===== src/rtl/core/nnsr_pkg.sv =====
`timescale 1ns / 1ps
// ----------------------------------------------------------------------------
// nnsr_pkg
// Shared constants and controller/datapath interface types of the
// nearest-neighbor stereo resampler.
// ----------------------------------------------------------------------------
package nnsr_pkg;

  localparam int unsigned PHASE_FRAC_BITS = 16;
  localparam int unsigned MAX_RUN         = 64;

  localparam int unsigned PHASE_W  = 40;
  localparam int unsigned STEP_W   = 24;
  localparam int unsigned COUNT_W  = 24;
  localparam int unsigned SAMPLE_W = 16;
  localparam int unsigned CFG_IDX_W = 2;

  localparam logic [CFG_IDX_W-1:0] CFG_SOURCE_STEP  = 2'd0;
  localparam logic [CFG_IDX_W-1:0] CFG_OUTPUT_COUNT = 2'd1;
  localparam logic [CFG_IDX_W-1:0] CFG_MONO_SOURCE  = 2'd2;

  localparam logic [STEP_W-1:0]  STEP_RESET  = 24'd65536;
  localparam logic [COUNT_W-1:0] COUNT_RESET = 24'd1;

  // Commands from the controller to the datapath.
  typedef struct packed {
    logic load;        // latch a new input item
    logic advance;     // emit one output frame: bump counters and phase
    logic present;     // load the output register
    logic run_last;    // flag values for the output register
    logic sound_done;
    logic finish;      // close the item: reset or bump the input index
  } dp_cmd_t;

  // Status from the datapath to the controller.
  typedef struct packed {
    logic more;        // another output frame belongs to this item
    logic end_cond;    // end of sound or output count reached
  } dp_status_t;

endpackage


===== src/rtl/core/nnsr_dp.sv =====
`timescale 1ns / 1ps
// ----------------------------------------------------------------------------
// nnsr_dp
// Datapath: configuration registers, phase accumulator, frame counters,
// latched input item and the output register.
// ----------------------------------------------------------------------------
module nnsr_dp #(
  parameter int unsigned PhaseFracBits = nnsr_pkg::PHASE_FRAC_BITS,
  parameter int unsigned MaxRun        = nnsr_pkg::MAX_RUN
) (
  input  logic                                clk_i,
  input  logic                                rst_ni,
  input  logic                                cfg_we_i,
  input  logic [nnsr_pkg::CFG_IDX_W-1:0]      cfg_idx_i,
  input  logic [nnsr_pkg::COUNT_W-1:0]        cfg_data_i,
  input  logic signed [nnsr_pkg::SAMPLE_W-1:0] left_i,
  input  logic signed [nnsr_pkg::SAMPLE_W-1:0] right_i,
  input  logic                                eos_i,
  input  nnsr_pkg::dp_cmd_t                   cmd_i,
  output nnsr_pkg::dp_status_t                status_o,
  output logic signed [nnsr_pkg::SAMPLE_W-1:0] out_left_o,
  output logic signed [nnsr_pkg::SAMPLE_W-1:0] out_right_o,
  output logic                                out_last_o,
  output logic                                out_done_o
);

  localparam int unsigned PhaseW = nnsr_pkg::PHASE_W;
  localparam int unsigned IdxW   = nnsr_pkg::COUNT_W;
  localparam int unsigned IntW   = PhaseW - PhaseFracBits;
  localparam int unsigned CmpW   = (IntW > IdxW) ? IntW : IdxW;
  localparam int unsigned RunW   = $clog2(MaxRun + 1);

  logic [nnsr_pkg::STEP_W-1:0]  step_q;
  logic [nnsr_pkg::COUNT_W-1:0] count_q;
  logic                         mono_q;

  logic [PhaseW-1:0] phase_q, phase_d;
  logic [IdxW-1:0]   ifi_q, ifi_d;
  logic [IdxW-1:0]   ofi_q, ofi_d;
  logic [RunW-1:0]   run_q, run_d;

  logic signed [nnsr_pkg::SAMPLE_W-1:0] left_q, right_q;
  logic                                 eos_q;

  logic [PhaseW:0]   phase_sum;
  logic [CmpW-1:0]   pos_int;
  logic [CmpW-1:0]   ifi_ext;

  always_ff @(posedge clk_i or negedge rst_ni) begin
    if (!rst_ni) begin
      step_q  <= nnsr_pkg::STEP_RESET;
      count_q <= nnsr_pkg::COUNT_RESET;
      mono_q  <= 1'b0;
    end else if (cfg_we_i) begin
      case (cfg_idx_i)
        nnsr_pkg::CFG_SOURCE_STEP:  step_q  <= cfg_data_i[nnsr_pkg::STEP_W-1:0];
        nnsr_pkg::CFG_OUTPUT_COUNT: count_q <= cfg_data_i;
        nnsr_pkg::CFG_MONO_SOURCE:  mono_q  <= cfg_data_i[0];
        default: ;
      endcase
    end
  end

  assign phase_sum = {1'b0, phase_q} + (PhaseW+1)'(step_q);
  assign pos_int   = CmpW'(phase_q[PhaseW-1:PhaseFracBits]);
  assign ifi_ext   = CmpW'(ifi_q);

  assign status_o.end_cond = eos_q || (ofi_q >= count_q);
  assign status_o.more     = (run_q < RunW'(MaxRun)) && (ofi_q < count_q) &&
                             (eos_q || (pos_int <= ifi_ext));

  always_comb begin
    phase_d = phase_q;
    ifi_d   = ifi_q;
    ofi_d   = ofi_q;
    run_d   = run_q;
    if (cmd_i.load) begin
      run_d = '0;
    end
    if (cmd_i.advance) begin
      ofi_d   = ofi_q + 1'b1;
      run_d   = run_q + 1'b1;
      // The phase saturates instead of wrapping.
      phase_d = phase_sum[PhaseW] ? {PhaseW{1'b1}} : phase_sum[PhaseW-1:0];
    end
    if (cmd_i.finish) begin
      if (eos_q) begin
        phase_d = '0;
        ifi_d   = '0;
        ofi_d   = '0;
      end else if (ifi_q != {IdxW{1'b1}}) begin
        ifi_d = ifi_q + 1'b1;
      end
    end
  end

  always_ff @(posedge clk_i or negedge rst_ni) begin
    if (!rst_ni) begin
      phase_q <= '0;
      ifi_q   <= '0;
      ofi_q   <= '0;
      run_q   <= '0;
    end else begin
      phase_q <= phase_d;
      ifi_q   <= ifi_d;
      ofi_q   <= ofi_d;
      run_q   <= run_d;
    end
  end

  always_ff @(posedge clk_i) begin
    if (cmd_i.load) begin
      left_q  <= left_i;
      right_q <= mono_q ? left_i : right_i;
      eos_q   <= eos_i;
    end
    if (cmd_i.present) begin
      out_left_o  <= left_q;
      out_right_o <= right_q;
      out_last_o  <= cmd_i.run_last;
      out_done_o  <= cmd_i.sound_done;
    end
  end

endmodule


===== src/rtl/core/nnsr_ctrl.sv =====
`timescale 1ns / 1ps
// ----------------------------------------------------------------------------
// nnsr_ctrl
// Controller: accepts an item, steps the datapath once per output frame and
// drives the output handshake.
// ----------------------------------------------------------------------------
module nnsr_ctrl (
  input  logic                 clk_i,
  input  logic                 rst_ni,
  input  logic                 in_valid_i,
  output logic                 in_ready_o,
  output logic                 out_valid_o,
  input  logic                 out_ready_i,
  input  nnsr_pkg::dp_status_t status_i,
  output nnsr_pkg::dp_cmd_t    cmd_o
);

  typedef enum logic [1:0] {
    ST_IDLE,
    ST_CHECK,
    ST_WAIT,
    ST_FINISH
  } state_e;

  state_e state_q;
  logic   pending_q;   // a frame has been counted but not yet presented
  logic   last_q;      // the presented frame closes the run
  logic   out_valid_q;

  assign in_ready_o  = (state_q == ST_IDLE);
  assign out_valid_o = out_valid_q;

  always_comb begin
    cmd_o            = '0;
    cmd_o.load       = (state_q == ST_IDLE) && in_valid_i;
    cmd_o.finish     = (state_q == ST_FINISH);
    if (state_q == ST_CHECK) begin
      cmd_o.advance    = status_i.more;
      cmd_o.present    = pending_q;
      cmd_o.run_last   = !status_i.more;
      cmd_o.sound_done = !status_i.more && status_i.end_cond;
    end
  end

  always_ff @(posedge clk_i or negedge rst_ni) begin
    if (!rst_ni) begin
      state_q     <= ST_IDLE;
      pending_q   <= 1'b0;
      last_q      <= 1'b0;
      out_valid_q <= 1'b0;
    end else begin
      case (state_q)
        ST_IDLE: begin
          if (in_valid_i) begin
            pending_q <= 1'b0;
            state_q   <= ST_CHECK;
          end
        end
        ST_CHECK: begin
          pending_q <= status_i.more;
          if (pending_q) begin
            out_valid_q <= 1'b1;
            last_q      <= !status_i.more;
            state_q     <= ST_WAIT;
          end else if (!status_i.more) begin
            state_q <= ST_FINISH;
          end
        end
        ST_WAIT: begin
          if (out_ready_i) begin
            out_valid_q <= 1'b0;
            state_q     <= last_q ? ST_FINISH : ST_CHECK;
          end
        end
        ST_FINISH: begin
          state_q <= ST_IDLE;
        end
        default: state_q <= ST_IDLE;
      endcase
    end
  end

  a_no_out_when_idle: assert property (@(posedge clk_i) disable iff (!rst_ni)
    in_ready_o |-> !out_valid_q)
    else $error("output valid while accepting input");

  a_wait_has_output: assert property (@(posedge clk_i) disable iff (!rst_ni)
    (state_q == ST_WAIT) == out_valid_q)
    else $error("output valid out of step with wait state");

  a_present_free_reg: assert property (@(posedge clk_i) disable iff (!rst_ni)
    cmd_o.present |-> !out_valid_q)
    else $error("output register overwritten before accept");

  a_advance_needs_more: assert property (@(posedge clk_i) disable iff (!rst_ni)
    cmd_o.advance |-> status_i.more && (state_q == ST_CHECK))
    else $error("frame counted without a pending output");

  a_last_leads_finish: assert property (@(posedge clk_i) disable iff (!rst_ni)
    (state_q == ST_WAIT && out_ready_i && last_q) |=> (state_q == ST_FINISH))
    else $error("run did not close after its last frame");

endmodule


===== src/rtl/core/nearest_neighbor_stereo_resampler.sv =====
`timescale 1ns / 1ps
// ----------------------------------------------------------------------------
// nearest_neighbor_stereo_resampler
// An item runs through idle, check, then a check and a wait per output frame
// (the output side can stall it in wait) and finally finish. The first frame
// is counted in the first check and presented in the second. Each frame costs
// one phase-accumulator step plus an output handshake. Reset clears the phase
// and frame counters and loads step 1.0, output count 1, stereo mode.
// ----------------------------------------------------------------------------
module nearest_neighbor_stereo_resampler #(
  parameter int unsigned PhaseFracBits = nnsr_pkg::PHASE_FRAC_BITS,
  parameter int unsigned MaxRun        = nnsr_pkg::MAX_RUN
) (
  input  logic                            clk_i,
  input  logic                            rst_ni,
  input  logic                            cfg_we_i,
  input  logic [nnsr_pkg::CFG_IDX_W-1:0]  cfg_idx_i,
  input  logic [nnsr_pkg::COUNT_W-1:0]    cfg_data_i,
  input  logic                            s_axis_tvalid,
  output logic                            s_axis_tready,
  input  logic [31:0]                     s_axis_tdata,  // left_sample, right_sample
  input  logic                            s_axis_tlast,  // end_of_sound
  output logic                            m_axis_tvalid,
  input  logic                            m_axis_tready,
  output logic [31:0]                     m_axis_tdata,  // out_left, out_right
  output logic                            m_axis_tlast,  // run_last
  output logic                            m_axis_tuser   // sound_done
);

  nnsr_pkg::dp_cmd_t    cmd;
  nnsr_pkg::dp_status_t status;

  logic signed [nnsr_pkg::SAMPLE_W-1:0] out_left, out_right;

  nnsr_ctrl u_ctrl (
    .clk_i       (clk_i),
    .rst_ni      (rst_ni),
    .in_valid_i  (s_axis_tvalid),
    .in_ready_o  (s_axis_tready),
    .out_valid_o (m_axis_tvalid),
    .out_ready_i (m_axis_tready),
    .status_i    (status),
    .cmd_o       (cmd)
  );

  nnsr_dp #(
    .PhaseFracBits (PhaseFracBits),
    .MaxRun        (MaxRun)
  ) u_dp (
    .clk_i       (clk_i),
    .rst_ni      (rst_ni),
    .cfg_we_i    (cfg_we_i),
    .cfg_idx_i   (cfg_idx_i),
    .cfg_data_i  (cfg_data_i),
    .left_i      (s_axis_tdata[15:0]),
    .right_i     (s_axis_tdata[31:16]),
    .eos_i       (s_axis_tlast),
    .cmd_i       (cmd),
    .status_o    (status),
    .out_left_o  (out_left),
    .out_right_o (out_right),
    .out_last_o  (m_axis_tlast),
    .out_done_o  (m_axis_tuser)
  );

  assign m_axis_tdata = {out_right, out_left};

endmodule


===== config.mk =====
export PLATFORM = sky130hd
export DESIGN_NAME = nearest_neighbor_stereo_resampler
export DESIGN_NICKNAME = d
export VERILOG_FILES = /design/src/rtl/core/nnsr_pkg.sv /design/src/rtl/core/nnsr_dp.sv /design/src/rtl/core/nnsr_ctrl.sv /design/src/rtl/core/nearest_neighbor_stereo_resampler.sv
export SDC_FILE = /design/constraint.sdc
export NUM_CORES = 1
export LEC_CHECK = 0
export BUFFER_PORTS_ARGS = -buffer_cell sky130_fd_sc_hd__buf_2
export CELL_PAD_IN_SITES_DETAIL_PLACEMENT = 2
export CELL_PAD_IN_SITES_GLOBAL_PLACEMENT = 2
export CORE_ASPECT_RATIO = 1.2
export CORE_MARGIN = 2
export CORE_UTILIZATION = 40
export DETAILED_ROUTE_END_ITERATION = 8
export MAX_ROUTING_LAYER = met4
export PLACE_DENSITY = 0.87
export SYNTH_ARGS = -nofsm -noshare
export SYNTH_HDL_FRONTEND = slang
export SYNTH_HIERARCHICAL = 1
export SYNTH_SLANG_ARGS = --single-unit

===== constraint.sdc =====
create_clock -name clk_i -period 4.5 [get_ports clk_i]
set_input_delay 0.225 -clock clk_i [delete_from_list [all_inputs] [get_ports clk_i]]
set_output_delay 0.225 -clock clk_i [all_outputs]
set_load 0.005 [all_outputs]

# Word level (Yosys, flattened, before mapping)
# Index checks and enable logic that the tools add are counted.
dict set report classes {
  n_div 0
  eq_ne 10
  multipliers 0
  order_cmp 4
  muxes 24
  n_shift 0
  bitwise_logic 0
  n_reduce_logical 21
  n_addsub 4
}
# op n
set ops {}
lappend ops {{2-to-1 mux 40 bit} 4}
lappend ops {{2-to-1 mux 24 bit} 5}
lappend ops {{adder 24 x 1 -> 24 bit, second input constant} 2}
lappend ops {{adder 40 x 24 -> 41 bit} 1}
lappend ops {{>= comparator 24 bit} 1}
lappend ops {{less-or-equal comparator 24 bit} 1}
lappend ops {{less-than comparator 24 bit} 1}
lappend ops {{!= test 24 bit, second input constant} 1}
lappend ops {{2-to-1 mux 16 bit} 1}
lappend ops {{2-to-1 mux 7 bit} 2}
lappend ops {{AND reduction 2 bit} 6}
lappend ops {{2-to-1 mux 2 bit} 5}
lappend ops {{case mux 2 bit (4 select lines)} 1}
lappend ops {{nonzero test 2 bit} 4}
lappend ops {{adder 7 x 1 -> 7 bit, second input constant} 1}
lappend ops {{less-than comparator 7 bit, second input constant} 1}
lappend ops {{equality test 2 bit, second input constant} 3}
lappend ops {{AND reduction 3 bit} 2}
lappend ops {{equality test 2 x 1 -> 1 bit, second input constant} 2}
lappend ops {{logical AND 1 bit} 4}
lappend ops {{logical NOT 2 bit} 2}
lappend ops {{2-to-1 mux 4 bit} 1}
lappend ops {{!= test 2 bit, second input constant} 2}
lappend ops {{case mux 1 bit (2 select lines)} 2}
lappend ops {{other kinds (5)} 8}
dict set report totals {
  memories 0
  latchBits 0
  output_inout_bits 36
  rom_bits 0
  ff_bits 216
  ramBits 0
}

# Logic depth before layout (Yosys ltp)
# Gate-level depths: netlist of the first run.
dict set report logic_depth {
  ltp_word 9
  depth_mapped 21
}

# Hierarchy
# Netlist of the first run, hierarchy kept.
# mod seq_area_each_um2 instances cells_each area_per_inst_um2
set modules_own_cells {}
lappend modules_own_cells {nnsr_dp 5617.9 1 985 11080.6}
lappend modules_own_cells {nnsr_ctrl 125.1 1 33 285.3}

# Worst setup path before layout of the first run
# OpenSTA, ideal clock, no wires.
dict set report synth_path {
  path_kind {reg2reg}
  start {reg u_dp.ifi_q[17], in the netlist u_dp/ifi_ext[17]}
  end {reg u_dp.phase_q[12]}
  period_less_slack_ns 3.772
  slack_ns 0.728
  path_buffers 1
  setup_ns 0.072
  stages_incl_launch_ff 21
  required_time_ns 4.428
  arrival_time_ns 3.699
  cell_sequence {dfrtp_1 > inv_1 > ha_1 > a21o_1 > a21o_1 > a21oi_1 > nor2_1 > a2111oi_0 > o221ai_1 > a211oi_1 > inv_1 > nor2_1 > o21ai_0 > a211oi_1 > a21o_1 > o2bb2ai_1 > a41oi_4 > nand2_1 > buf_2 > o22ai_1 > nor2_1}
}
# item line
set synth_lines {}
lappend synth_lines {{start: declaration} nnsr_dp.sv:38} ;# logic [IdxW-1:0] ifi_q, ifi_d;
lappend synth_lines {{start signal: assignment} nnsr_dp.sv:105} ;# ifi_q <= ifi_d;
lappend synth_lines {{end signal: assignment} nnsr_dp.sv:104} ;# phase_q <= phase_d;
lappend synth_lines {{end: declaration} nnsr_dp.sv:37} ;# logic [PhaseW-1:0] phase_q, phase_d;

==> results.md, run 1 <==
* Status: complete, but fails checks
* Failing checks: negative hold slack, negative setup slack
* YS warnings at 6
* Hold Fails Final Rpt at 1
* Critical path class: register to register
* 1st-iter DRT viols at approximately 800
* Largest net degree at the start of global routing at 81
* Core area at 0.0279 mm^2
* Synthesis-to-layout area growth at 21.9%
* Slew Limit Fails at 0
* Vias in the first global route at about 11000
* Final worst slack at -30.0 ps
* DP Worst Slack at -29.1 ps
* Initial Utilization at 0.407
* Post-layout util at 0.496
* CTS Buf Count at 25
* Clock transition at path regs at approximately 70 ps
* Clock Tree Root: clkbuf_16
* GRT Total Usage at 0.337
* Leak pwr at between 6 and 7 nW
* Ports at 100
* Max-capacitance violation count at 0
* Total Wirelength at 50000 um
* Clock latency on the worst-skew pair at 580 ps
* Power share of the combinational group at 0.416
* # fillers at 2762
* R2R depth at 19
* Final Cycle Share at 1.01
* Tightest Hold Check Type: input port to register
* Required @ worst endpoint at 4960 ps
* Synthesized area at 0.0114 mm^2
* Hold depth at 2
* Period minus WS final at 4530 ps
* CP peak stage delay at 450 ps
* Arrival @ worst endpoint at about 5000 ps
* HP Start: s_axis_tdata[19]
* DR pass1 iterations at 5
* P_int at 5.04 mW
* Clock share of power at 0.252
* CP Launch Type: register
* Overall die height at 189 um
* Max FO, Critical Path at 12
* Hold WS at -9.83 ps
* Final Wtd Congestion at around 0.85
* Placed Area at 0.0124 mm^2
* PortBufs at 99
* Clock buffer depth at 3
* First-pass GRT wire length at 72100 um
* NetSw at 3.81 mW
* Site row count at 67
* Post-synth ARST share at 0.690
* Depth of the CTS H-tree at 1
* Maximum vdd drop at 321 uV
* CTS tree: done
* Final setup viols at 1
* Net Sw Frac at 0.431
* Drt wl/cell at 31.4 um
* Initial antenna violation count at 3
* Share of layout cells above drive strength 1 at 0.216
* Register bit total from synthesis at 216
* # nets final at 1333
* Pwr dens at 639 mW/mm^2
* Seq pwr share at 0.331
* Via count at 9841
* Footprint of the multi-input gates at around 0.0053 mm^2
* Post-DRT Antenna Nets at 0
* F_max at between 0.2 and 0.25 GHz
* EDFF count, synth at 67
* Crit. Startpoint: u_dp/ifi_ext[1]
* Register area share after synthesis at 0.505
* Final Non-Filler Cells at roughly 1600
* Skew final at 51.6 ps
* Reg2Reg Launch Point: u_dp/ifi_ext[1]
* Net Count, Synth at 1158
* Inst Count DP at 1487
* Kind of end point of the critical path: register
* Clock Sinks at between 200 and 250
* Worst slew margin at 0.218
* Die Wd at about 160 um
* Final instance area at 0.0139 mm^2
* Via density at just over 6
* DRC Markers at 0
* Yosys cell types at 73
* Mean Syn Cell Area at 11.2 um^2
* Worst path cell trace: inv_1 -> ha_1 -> nor2b_1 -> o21ai_0 -> nand2b_1 -> a21oi_1 -> o21ai_1 -> a21oi_1 -> o221ai_1 -> a211oi_4 -> inv_2 -> nor2_4 -> o21ai_1 -> nor3_1 -> a21o_1 -> o2bb2ai_1 -> a41oi_4 -> buf_4 -> a31oi_1
* FF/Latch Area at 0.00574 mm^2
* Die Area at slightly below 0.03 mm^2
* Slowest CP cell: dfrtp_1
* GRT overflow at 0
* Post-DP HPWL at ~28000 um
* Ys flop type: dfrtp_1
* Syn Inst Count at 1018
* Worst Tran Pin Value at 1170 ps
-- cell type report --
cell class,instances,area share
Antenna cell,3,0.000542
Inverter,61,0.0165
Timing Repair Buffer,178,0.0890
Sequential cell,216,0.415
Multi-Input combinational cell,711,0.384
Clock inverter,11,0.0110
Clock buffer,35,0.0500
Tap cell,379,0.0342
-- layer usage --
metal  vias up  share of wire  GRT usage
li1       4087              -          -
met1      5008           0.34      0.350
met2       518           0.53      0.596
met3       228          0.049     0.0488
met4         0          0.079      0.200
met5         -              0          -
-- state kept, by name (all words and copies together), names as in the netlist, 24 cells and up --
register / cells
u_dp/phase_q: 40
u_dp/step_q: 24
u_dp/count_q: 24
u_dp/ofi_q: 24
u_dp/ifi_ext: 24
-- timing repair --
item | in CTS | in global routing
hold buffers | 55 | 0
gates resized for setup | 1 | 15
cloned | 0 | 1
pin swaps | 0 | 3
setup endpoints to repair | 11 | 53
buffers inserted | 0 | 2
endpoints found under the hold margin | 153 | 0
-- synthesized netlist by cell type, drive strengths merged, types with 4 or more instances --
master / instances / area, um^2
a21oi: 57 / 289
mux2: 65 / 732
or3: 10 / 62.6
mux2i: 5 / 50.1
nor2b: 6 / 37.5
a211oi: 9 / 72.6
nand2b: 10 / 70.1
o22ai: 10 / 62.6
o211ai: 7 / 52.6
a31oi: 20 / 131
o21bai: 6 / 45.0
nand3b: 5 / 37.5
buf: 9 / 61.3
clkbuf: 22 / 82.6
nand4: 24 / 150
nor3: 18 / 100
a21o: 25 / 188
xor2: 28 / 245
nand2: 53 / 199
o31ai: 4 / 30.0
nand3: 25 / 125
and2: 7 / 47.6
ha: 75 / 938
a31o: 4 / 43.8
inv: 61 / 229
o21ai: 57 / 300
o21a: 6 / 45.0
xnor2: 35 / 307
nor2: 71 / 267
a311oi: 6 / 52.6
and3: 17 / 106
edfxtp: 67 / 2010
and4: 11 / 96.3
dfrtp: 147 / 3680
-- cells by family (layout without fill, tap and decap cells) --
group	Yosys count	after routing	synth area share
XOR/XNOR	63	63	0.0485
other	0	3	0
buffers and inverters	92	285	0.0328
AO/OA/AOI/OAI	233	233	0.138
multiplexers	70	70	0.0688
AND/OR/NAND/NOR	268	269	0.122
adder cells (fa/ha/maj)	76	76	0.0843
flip-flops	216	216	0.505
-- metrics by stage --
stage	power [mW]	TNS (ps)
finish	8.85	-30.0
global route	9.11	-1230
CTS	8.31	0
detailed placement	5.89	-73.3
global placement	5.51	0
floorplan	4.80	0
-- power groups by stage --
| stage | sequential (mW) | combinational (mW) | clock (mW) |
|---|---|---|---|
| final | 2.93 | 3.68 | 2.23 |
| after detailed placement | 2.87 | 3.02 | 0 |
| after global placement | 2.80 | 2.71 | 0 |
| after floorplan | 2.70 | 2.09 | 0 |
| after CTS | 2.85 | 3.27 | 2.18 |
| after global routing | 2.94 | 3.85 | 2.32 |
-- path summary, 6_finish.rpt --
check                                      to  slack, ps
max                          u_dp/phase_q[13]        -30
min                           u_dp/right_q[3]        -10
max reg2reg                  u_dp/phase_q[13]        -30
min reg2reg                u_dp/out_left_o[1]        420
max in group asynchronous     u_dp/count_q[0]       3130
min in group asynchronous    u_dp/phase_q[12]        290
-- critical path, delay by kind of cell, from the launching register on --
family          cells  cell delay [ps]
compound gates     11             2320
simple gates        4              760
buf+inv             3              540
flops               1              450
fa+ha+maj           1              360
-- cells in the final DEF, fill, tap and decap left out, types with 5 or more instances in the layout --
cell | netlist | routed
a211oi_1 | 8 | 7
a21o_1 | 25 | 24
a21oi_1 | 56 | 56
a311oi_1 | 6 | 6
a31oi_1 | 19 | 18
and3_1 | 17 | 17
and4_1 | 11 | 10
buf_2 | 4 | 98
buf_4 | 0 | 24
clkbuf_1 | 22 | 7
clkbuf_16 | 0 | 25
dfrtp_1 | 147 | 147
dlygate4sd3_1 | 0 | 55
edfxtp_1 | 67 | 67
ha_1 | 75 | 75
inv_1 | 61 | 60
mux2_2 | 65 | 65
mux2i_1 | 5 | 5
nand2_1 | 53 | 51
nand2b_1 | 9 | 9
nand3_1 | 25 | 24
nand3b_1 | 5 | 5
nand4_1 | 24 | 24
nor2_1 | 71 | 70
nor2b_1 | 6 | 6
nor3_1 | 16 | 15
o211ai_1 | 7 | 7
o21a_1 | 6 | 6
o21ai_0 | 51 | 48
o21ai_1 | 4 | 7
o21bai_1 | 6 | 6
o22ai_1 | 10 | 10
or3_1 | 10 | 10
xnor2_1 | 35 | 35
xor2_1 | 28 | 28
(Power assumes the default switching activity.)
==> inputs of run 2 (changes only) <==
PLACE_DENSITY = 0.88   (was 0.87)
==> results.md, run 2 (synthesized netlist as in run 1, its figures left out) <==
* First-pass GRT wire length at 76500 um (+6.0%)
* Post-DP HPWL at 27600 um (-2.5%)
* Required @ worst endpoint at 4970 ps (about the same)
* Setup tns final at 0 ps (+30.0 ps)
* GRT overflow at 0 (unchanged)
* Post-layout util at 0.494 (-0.00220)
* P_int at 4.97 mW (-1.3%)
* Kind of end point of the critical path: register
* DRC Markers at 0 (unchanged)
* Hold Fails Final Rpt at 0 (-1)
* Skew final at 39.8 ps (-11.8 ps)
* Most common cell after layout, fill and taps aside: dfrtp_1
* Seq pwr share at 0.336 (+0.005)
* Worst Tran Pin Value at 1080 ps (-93.0 ps)
* CP Launch Type: register
* Initial Utilization at 0.407 (unchanged)
* PortBufs at 99 (unchanged)
* Post-DRT Antenna Nets at 0 (unchanged)
* Net Sw Frac at 0.430 (about the same)
* Share of layout cells above drive strength 1 at 0.215 (-0.00123)
* DR pass1 iterations at 6 (+1)
* Clock share of power at 0.249 (-0.003)
* Final Cycle Share at 0.988 (-0.0183)
* Leak pwr at 6.01 nW (-0.64%)
* Final worst slack at 52.2 ps (+82.1 ps)
* GRT Total Usage at 0.361 (+0.0246)
* Max reg flops at 40 (unchanged)
* Core area at 0.0279 mm^2 (unchanged)
* Largest net degree at the start of global routing at 94 (+16%)
* Placed Area at 0.0123 mm^2 (-0.54%)
* Total Wirelength at 51300 um (+2.6%)
* Via count at 9885 (+0.45%)
* Total power at 8.73 mW (-1.3%)
* Final instance area at 0.0138 mm^2 (-0.44%)
* Overall die height at 189 um (unchanged)
* Final setup viols at 0 (-1)
* # nets final at 1326 (-0.53%)
* Depth of the CTS H-tree at 1 (unchanged)
* Clock Tree Root: clkbuf_16
* Arrival @ worst endpoint at 4910 ps (-80 ps)
* CTS tree: done
* Status: finished clean
* Clock buffer depth at 3 (unchanged)
* Slew Limit Fails at 0 (unchanged)
* Register with the most flip-flops: u_dp/phase_q
* Synthesis-to-layout area growth at 21.3%
* Most frequent cells in the layout: 146 x dfrtp_1, 98 x buf_2, 75 x ha_1
* CTS Buf Count at 25 (unchanged)
* Power share of the combinational group at 0.415 (about the same)
* Period minus WS final at 4450 ps (-82.1 ps)
* Clock transition at path regs at 80 ps (about the same)
* Worst slew margin at 0.280 (+0.0620)
* Final Wtd Congestion at 0.860 (+1.6%)
* DP Worst Slack at -231 ps (-202 ps)
* Clock Sinks at 216 (unchanged)
* Maximum vdd drop at 385 uV (+20%)
* Drt wl/cell at 32.4 um (+3.2%)
* Ports at 100 (unchanged)
* Critical path class: register to register
* Tightest Hold Check Type: input port to register
* Vias in the first global route at 11300 (+3.2%)
* Die Area at 0.0298 mm^2 (unchanged)
* 1st-iter DRT viols at 696 (-15%)
* Clock latency on the worst-skew pair at 580 ps (about the same)
* Die Wd at 158 um (unchanged)
* Via density at 6.24 (+1.0%)
* F_max at 0.225 GHz (+1.8%)
* Pwr dens at 633 mW/mm^2 (-0.91%)
* Flop-to-flop setup slack at 50 ps (+80 ps)
* Max FO, Critical Path at 8 (-4)
* Initial antenna violation count at 2 (-1)
* Max-capacitance violation count at 0 (unchanged)
* NetSw at 3.76 mW (-1.4%)
* Site row count at 67 (unchanged)
run 2: worst max-delay path: stages (launching register included):
cell and delay, ps:
dfrtp_1 520, inv_1 90, ha_1 310, a21o_1 180, a21o_1 180, a21oi_1 200, o21ai_1 200, a21oi_1 210
o221ai_1 190, a211oi_2 260, inv_1 150, nor2_4 210, o21ai_0 170, a211oi_1 300, a21o_1 190, o2bb2ai_2 170
a41oi_4 110, nand2_4 160, buf_4 170, o22ai_1 140, nor2_1 250
run 2: timing repair:
action / in CTS / in global routing
pin swaps: 1 / 5
setup endpoints to repair: 21 / 53
resized for setup: 5 / 14
hold endpoints to repair: 163 / 0
setup buffers: 2 / 3
hold buffers: 55 / 0
run 2: power by group through the flow:
stage	Combinational [mW]	Clock, mW	Sequential, mW
6_report	3.62	2.17	2.93
5_1_grt	3.80	2.26	2.94
4_1_cts	3.27	2.13	2.86
3_5_place_dp	2.98	0	2.86
3_3_place_gp	2.70	0	2.79
2_1_floorplan	2.09	0	2.70
run 2: layout make-up:
cell class / instances / area, um^2
fill: 2760 / 14100
sequential: 216 / 5740
multi-input combinational: 710 / 5330
timing repair buffer: 172 / 1190
clock buffer: 40 / 752
tap: 379 / 474
inverter: 61 / 229
clock inverter: 6 / 72.6
antenna: 1 / 2.50
run 2: stage by stage:
stage,hold WS [ps],cells
finish,34.6,1585
CTS,8.49,1581
detailed placement,403,1478
floorplan,-70.6,1018
global placement,372,1478
global route,22.1,1585
run 2: final timing paths:
path,cells after the start,from,endpoint
max in group asynchronous,3,rst_ni,u_dp/phase_q[28]
worst min-delay path,2,cfg_data_i[1],u_dp/step_q[1]
min in group asynchronous,2,rst_ni,u_dp/ifi_ext[17]
worst min register to register,0,u_dp/right_q[4],u_dp/out_right_o[4]
worst max register to register,20,u_dp/ifi_ext[5],u_dp/phase_q[15]
worst max-delay path,20,u_dp/ifi_ext[5],u_dp/phase_q[15]
run 2: layer usage:
| metal | GRT usage | vias up | wire [um] |
|---|---|---|---|
| met3 | 0.0642 | 267 | 2740 |
| met2 | 0.623 | 488 | 26400 |
| li1 | - | 4065 | - |
| met4 | 0.276 | 0 | 5070 |
| met1 | 0.357 | 5065 | 17000 |
| met5 | - | - | 0 |
